$ cat src/hw/rtl/bimru_pkg.sv
`timescale 1ns / 1ps
package bimru_pkg;

   localparam int unsigned SETS = 1024;
   localparam int unsigned WAYS = 16;

   localparam int unsigned SET_W = 10;
   localparam int unsigned WAY_W = 4;
   localparam int unsigned CMD_W = 2;
   localparam int unsigned THR_W = 17;
   localparam int unsigned RND_W = 16;
   localparam int unsigned CSR_ADDR_W = 3;
   localparam int unsigned CSR_DATA_W = 32;
   localparam int unsigned CLR_W = $clog2(SETS) + 1;
   localparam int unsigned RAM_ADDR_W = (SETS > 1) ? $clog2(SETS) : 1;

   localparam logic [RND_W-1:0] LFSR_SEED = 16'hACE1;
   localparam logic [RND_W-1:0] LFSR_TOGGLE = 16'hB400;
   localparam logic [THR_W-1:0] THRESHOLD_RESET = 17'h10000;

   localparam logic [CSR_ADDR_W-1:0] REG_THRESHOLD_ADDR = 3'd0;

   typedef enum logic [CMD_W-1:0] {
      CMD_VICTIM = 2'd0,
      CMD_HIT = 2'd1,
      CMD_FILL = 2'd2
   } cmd_type;

   typedef enum logic [1:0] {
      ST_CLEAR,
      ST_IDLE,
      ST_LOOKUP
   } state_type;

endpackage

$ cat src/hw/rtl/bimru_lfsr.sv
`timescale 1ns / 1ps
module bimru_lfsr (
   input  logic                       clock,
   input  logic                       reset,
   input  logic                       step,
   output logic [bimru_pkg::RND_W-1:0] value
);
   import bimru_pkg::*;

   logic [RND_W-1:0] shift_ff;
   logic [RND_W-1:0] shift_in;

   // galois form, right shift, toggle taps when the low bit falls out
   always_comb begin
      shift_in = shift_ff;
      if (step) begin
         shift_in = {1'b0, shift_ff[RND_W-1:1]} ^ (shift_ff[0] ? LFSR_TOGGLE : '0);
      end
   end

   always_ff @(posedge clock) begin
      if (reset) begin
         shift_ff <= LFSR_SEED;
      end else begin
         shift_ff <= shift_in;
      end
   end

   assign value = shift_ff;

endmodule

$ cat config.mk
export PLATFORM = sky130hd
export DESIGN_NAME = bimru_lfsr
export DESIGN_NICKNAME = d
export VERILOG_FILES = /design/src/hw/rtl/bimru_pkg.sv /design/src/hw/rtl/bimru_lfsr.sv
export SDC_FILE = /design/constraint.sdc
export NUM_CORES = 1
export LEC_CHECK = 0
export BUFFER_PORTS_ARGS = -buffer_cell sky130_fd_sc_hd__buf_2
export CAP_MARGIN = 20
export CELL_PAD_IN_SITES_DETAIL_PLACEMENT = 0
export CELL_PAD_IN_SITES_GLOBAL_PLACEMENT = 1
export CORE_MARGIN = 4
export CORE_UTILIZATION = 35
export CTS_BUF_LIST = sky130_fd_sc_hd__clkbuf_2
export DETAILED_ROUTE_END_ITERATION = 7
export PLACE_DENSITY_LB_ADDON = 0.1
export SETUP_SLACK_MARGIN = 0.1
export SLEW_MARGIN = 15
export SYNTH_ARGS = -nofsm -noshare
export SYNTH_HDL_FRONTEND = slang
export SYNTH_SLANG_ARGS = --single-unit
$ cat constraint.sdc
create_clock -name clock -period 0.9 [get_ports clock]
set_input_delay 0.27 -clock clock [delete_from_list [all_inputs] [get_ports clock]]
set_output_delay 0.27 -clock clock [all_outputs]
set_load 0.005 [all_outputs]
### After elaboration in Yosys (flattened, before gate mapping)

Index checks and enable logic that the tools add are counted.

| word-level totals | value |
|---|---|
| latch bits | 0 |
| logic and storage cells | 3 |
| RAM bits | 0 |
| bits in registers | 16 |
| bits of input ports | 3 |
| memories | 0 |
| bits in read-only memories | 0 |
| output and inout port bits | 16 |

| operators by class | value |
|---|---|
| magnitude comparators | 0 |
| bitwise operators | 1 |
| div/mod/pow operators | 0 |
| multiplexer cells | 1 |
| add/sub/neg operators | 0 |
| multiply operators | 0 |
| eq/ne operators | 0 |
| shifts and indexed selects | 0 |
| reduce and logical (&&, ||, !) cells | 0 |

Operators by type and width:

| kind | number |
|---|---|
| 16-bit 2-to-1 mux | 1 |
| 15-bit by 16-bit XOR with 16-bit output | 1 |

### Depth between registers and ports, before layout

| depth | value |
|---|---|
| depth in word-level cells | 2 |
| depth in mapped cells | 4 |
| gate-level depth less buffers | 2 |

### Least setup slack after synthesis

No wires, ideal clock.

| timing | value |
|---|---|
| path kind | reg-to-reg |
| from | register value[0] (netlist name) |
| to | register shift_ff[0] (netlist: value[0]) |
| path slack | 0.018 ns |
| period minus slack after synthesis | 0.882 ns |
| buffers on the path | 0 |
| cell stages (with the launch flop) | 3 |
| required time | 0.780 ns |
| data arrival time | 0.762 ns |
| cells stage by stage | dfxtp_1 > and2b_2 > a211o_1 |

RTL lines:

| what | line | source |
|---|---|---|
| end signal, assigned | bimru_lfsr.sv:25 | `shift_ff <= shift_in;` |
| end, declared | bimru_lfsr.sv:10 | `logic [RND_W-1:0] shift_ff;` |

### Final worst setup path

| timing | value |
|---|---|
| from | register shift_ff[0] (netlist: value[0]) |
| to | output value[0] (netlist name) |

RTL lines:

| what | line | source |
|---|---|---|
| end, declared | bimru_lfsr.sv:6 | `output logic [bimru_pkg::RND_W-1:0] value` |

No word-level cell between the ends.

==> metrics.md <==
| Metric | Value |
|---|---|
| Worst path buffer plus inverter count | `1` |
| Sort of element at the end of the critical path | `output port` |
| Worst clock skew | `about 1.2 ps` |
| Tightest Hold Check Type | `input pin to flip-flop` |
| Total power divided by cell area | `1430 nW/um^2` |
| Max-Slew Margin vs Limit | `80.1%` |
| Cell-by-cell trace of the critical path | `buf_6` |
| Largest area contributor in the netlist | `sky130_fd_sc_hd__dfxtp_1` |
| Total DRC errors in the routed layout | `0` |
| Hold Fails Final Rpt | `0` |
| Slowest CP cell | `sky130_fd_sc_hd__dfxtp_4` |
| Final critical-path share of the clock period | `113%` |
| Transition time at the pin with the least slew margin | `around 300 ps` |
| Post-route worst hold slack | `roughly 300 ps` |
| Crit Path Max Fanout | `2` |
| Die height | `50.4 um` |
| Total instance count after detailed placement | `100` |
| Initial core utilization | `between 30% and 40%` |
| Max-cap viol count | `0` |
| Utilization after layout | `approximately three fifths` |
| Crit path time final | `between 1000 and 1500 ps` |
| Global-route wire length before repair | `between 2 and 2.5 mm` |
| Synthesized net count | `between 50 and 60` |
| Fin worst setup slack | `-113 ps` |
| Remaining antenna violation count | `0` |
| Tot Pwr | `1.42 mW` |
| Distinct cell type count of the synthesized netlist | `16` |
| Filler cells | `154` |
| Iteration-0 DRC Markers | `3` |
| Nets | `100` |
| Kind of cell adding the most delay to the critical path | `flip-flops` |
| Post-layout instance count excluding filler cells | `120` |
| Total CTS buffers | `3` |
| Routability Congestion | `roughly 0.7` |
| Vias per cell | `4.24` |
| CTS Buffer Depth | `2` |
| Area of the multi-input gates | `283 um^2` |
| Sum of net half-perimeters after detailed placement | `792 um` |
| Clock slew seen by the registers of the worst setup and hold paths | `130 ps` |
| Final slew viol count | `0` |
| Synthesized cell area | `about 630 um^2` |
| Boundary pin count | `19` |
| # H-tree levels | `1` |
| Top layer reached by signal wires | `met4` |
| Area of the die | `approximately 2500 um^2` |
| Upper clock frequency limit | `about 990 MHz` |
| Routed wire length | `around 1.3 mm` |
| Count of buffers from port buffering | `18` |
| Final standard cell area without fillers | `roughly 990 um^2` |
| Area used by sequential logic in the layout | `343 um^2` |
| Via count of the first global-routing pass | `527` |
| Chip Width | `50.4 um` |
| Result of the run | `finished, violations left` |
| Length of routed met3 wiring | `roughly 66 um` |
| Clock latency on the worst-skew pair | `260 ps` |
| Unrepaired setup endpoints after global routing | `true` |
| Hold Buf Count CTS | `0` |
| First drt pass iteration count | `4` |
| Total number of vias | `between 500 and 600` |
| Largest stage delay, worst path | `between 300 and 400 ps` |
| Violations in the final reports | `setup timing` |
| Antenna diode count | `0` |
| Clock tree from TritonCTS | `yes` |
| Final setup viols | `21` |
| Register bit count reported by yosys | `16` |
| Critical Path Start Type | `flip-flop` |
| Number of cells produced by synthesis | `56` |
| Overflow left after global routing | `0` |
| Number of antenna violations at the first check in global routing | `0` |
| Detailed-route wire length on metal 1 | `around 650 um` |
| Seq/Total Area, Yosys | `around half` |
| Required time of the critical path | `~630 ps` |
| Clk root buf | `sky130_fd_sc_hd__clkbuf_2` |
| Synth warnings | `0` |
| Total number of clock tree sinks | `16` |
| Largest cells by area after synthesis | `sky130_fd_sc_hd__dfxtp_1 51%, sky130_fd_sc_hd__mux2i_1 11%, sky130_fd_sc_hd__a211o_1 8.3%, sky130_fd_sc_hd__nor2_1 4.8%, sky130_fd_sc_hd__and2b_2 4.2%` |
| Setup TNS | `-1760 ps` |
| Largest net degree at the start of global routing | `17` |
| Core region area | `around 1700 um^2` |
| Standby leakage power | `about 0.47 nW` |
| GRT Overall Usage | `a little under an eighth` |
| Fraction of final layout cells with drive strength greater than 1 | `69.5%` |
| Placement-stage worst setup slack | `-101 ps` |
| Length of routed met2 wiring | `558 um` |
| Num rows | `15` |
| Worst IR drop on VDD | `roughly 0.8 mV` |
| Type of the setup path with the least slack | `flip-flop to output port` |
| Placed standard-cell area | `748 um^2` |
| Average detailed-routed wire length per instance | `around 11 um` |
| Syn_area_per_cell | `roughly 11 um^2` |
| Arrival time reported for the critical path endpoint | `about 740 ps` |
| Max reg flops | `16` |
| Synthesis-to-layout area growth | `57.7%` |
| Area fraction of the dominant cell type after synthesis | `50.9%` |
kinds of logic (layout without fill, tap and decap cells):
| kind of cell | after synthesis | after routing | synth area share, % |
|---|---|---|---|
| flops | 16 | 16 | 50.9 |
| compound gates | 9 | 9 | 11.9 |
| simple gates | 17 | 17 | 15.3 |
| xor+xnor | 3 | 3 | 4.18 |
| buf+inv | 4 | 43 | 6.56 |
| mux | 7 | 7 | 11.1 |
worst register-to-register path, cell delays in order, from the launching register on:
cell,delay (ps)
sky130_fd_sc_hd__dfxtp_4,370
sky130_fd_sc_hd__buf_6,130
sky130_fd_sc_hd__and2b_2,180
sky130_fd_sc_hd__a211o_1,210
path summary, 6_finish.rpt:
| kind | startpoint | endpoint | slack [ps] | cells past startpoint |
|---|---|---|---|---|
| setup / recovery | value[0] | value[0] | -110 | 1 |
| hold reg to reg | value[2] | value[2] | 510 | 2 |
| setup reg to reg | value[0] | value[0] | -90 | 3 |
| hold / removal | step | value[5] | 300 | 2 |
synthesized netlist by cell type:
cell type / instances
sky130_fd_sc_hd__a211o_1: 6
sky130_fd_sc_hd__a211oi_2: 1
sky130_fd_sc_hd__a21oi_1: 2
sky130_fd_sc_hd__and2b_1: 1
sky130_fd_sc_hd__and2b_2: 3
sky130_fd_sc_hd__and2b_4: 1
sky130_fd_sc_hd__buf_12: 1
sky130_fd_sc_hd__buf_2: 1
sky130_fd_sc_hd__buf_6: 1
sky130_fd_sc_hd__clkbuf_2: 1
sky130_fd_sc_hd__dfxtp_1: 16
sky130_fd_sc_hd__mux2i_1: 7
sky130_fd_sc_hd__nor2_1: 8
sky130_fd_sc_hd__nor2b_1: 2
sky130_fd_sc_hd__nor3_1: 2
sky130_fd_sc_hd__xnor2_1: 3
cell type report:
| type | count | share of cell area, % |
|---|---|---|
| clock buffers | 3 | 1.51 |
| repair buffers | 40 | 32.3 |
| multi-input cells | 36 | 28.5 |
| well taps | 25 | 3.15 |
| flip-flops and latches | 16 | 34.6 |
cell usage in the layout (no fill, tap or decap):
master and n:
sky130_fd_sc_hd__nor2b_1 2, sky130_fd_sc_hd__mux2i_1 7, sky130_fd_sc_hd__buf_2 13, sky130_fd_sc_hd__dfxtp_2 15, sky130_fd_sc_hd__xnor2_1 1, sky130_fd_sc_hd__a211oi_2 1, sky130_fd_sc_hd__a211o_1 6, sky130_fd_sc_hd__nor2_1 8
sky130_fd_sc_hd__clkbuf_2 3, sky130_fd_sc_hd__buf_6 14, sky130_fd_sc_hd__nor3_1 2, sky130_fd_sc_hd__buf_4 13, sky130_fd_sc_hd__a21oi_1 2, sky130_fd_sc_hd__and2b_2 3, sky130_fd_sc_hd__dfxtp_4 1, sky130_fd_sc_hd__xnor2_2 2
sky130_fd_sc_hd__and2b_1 1, sky130_fd_sc_hd__and2b_4 1
where the power goes:
part	switching (mW)	total [mW]	internal (mW)	leakage (nW)
clock	0.195	0.286	0.0910	0.0125
sequential	0.0304	0.796	0.766	0.134
combinational	0.122	0.340	0.218	0.327
what timing repair did:
item,in CTS,in global routing
pin swaps,0,6
buffers inserted,15,2
gates cloned,0,0
gates resized for setup,21,11
setup endpoints to repair,22,28
metal layers:
metal | GRT usage [%] | vias to the layer above
li1 | - | 271
met1 | 16.1 | 225
met2 | 17.4 | 11
met3 | 2.67 | 2
met4 | 6.73 | 0
met5 | 0 | -
Power figures use the tool's default switching activity.
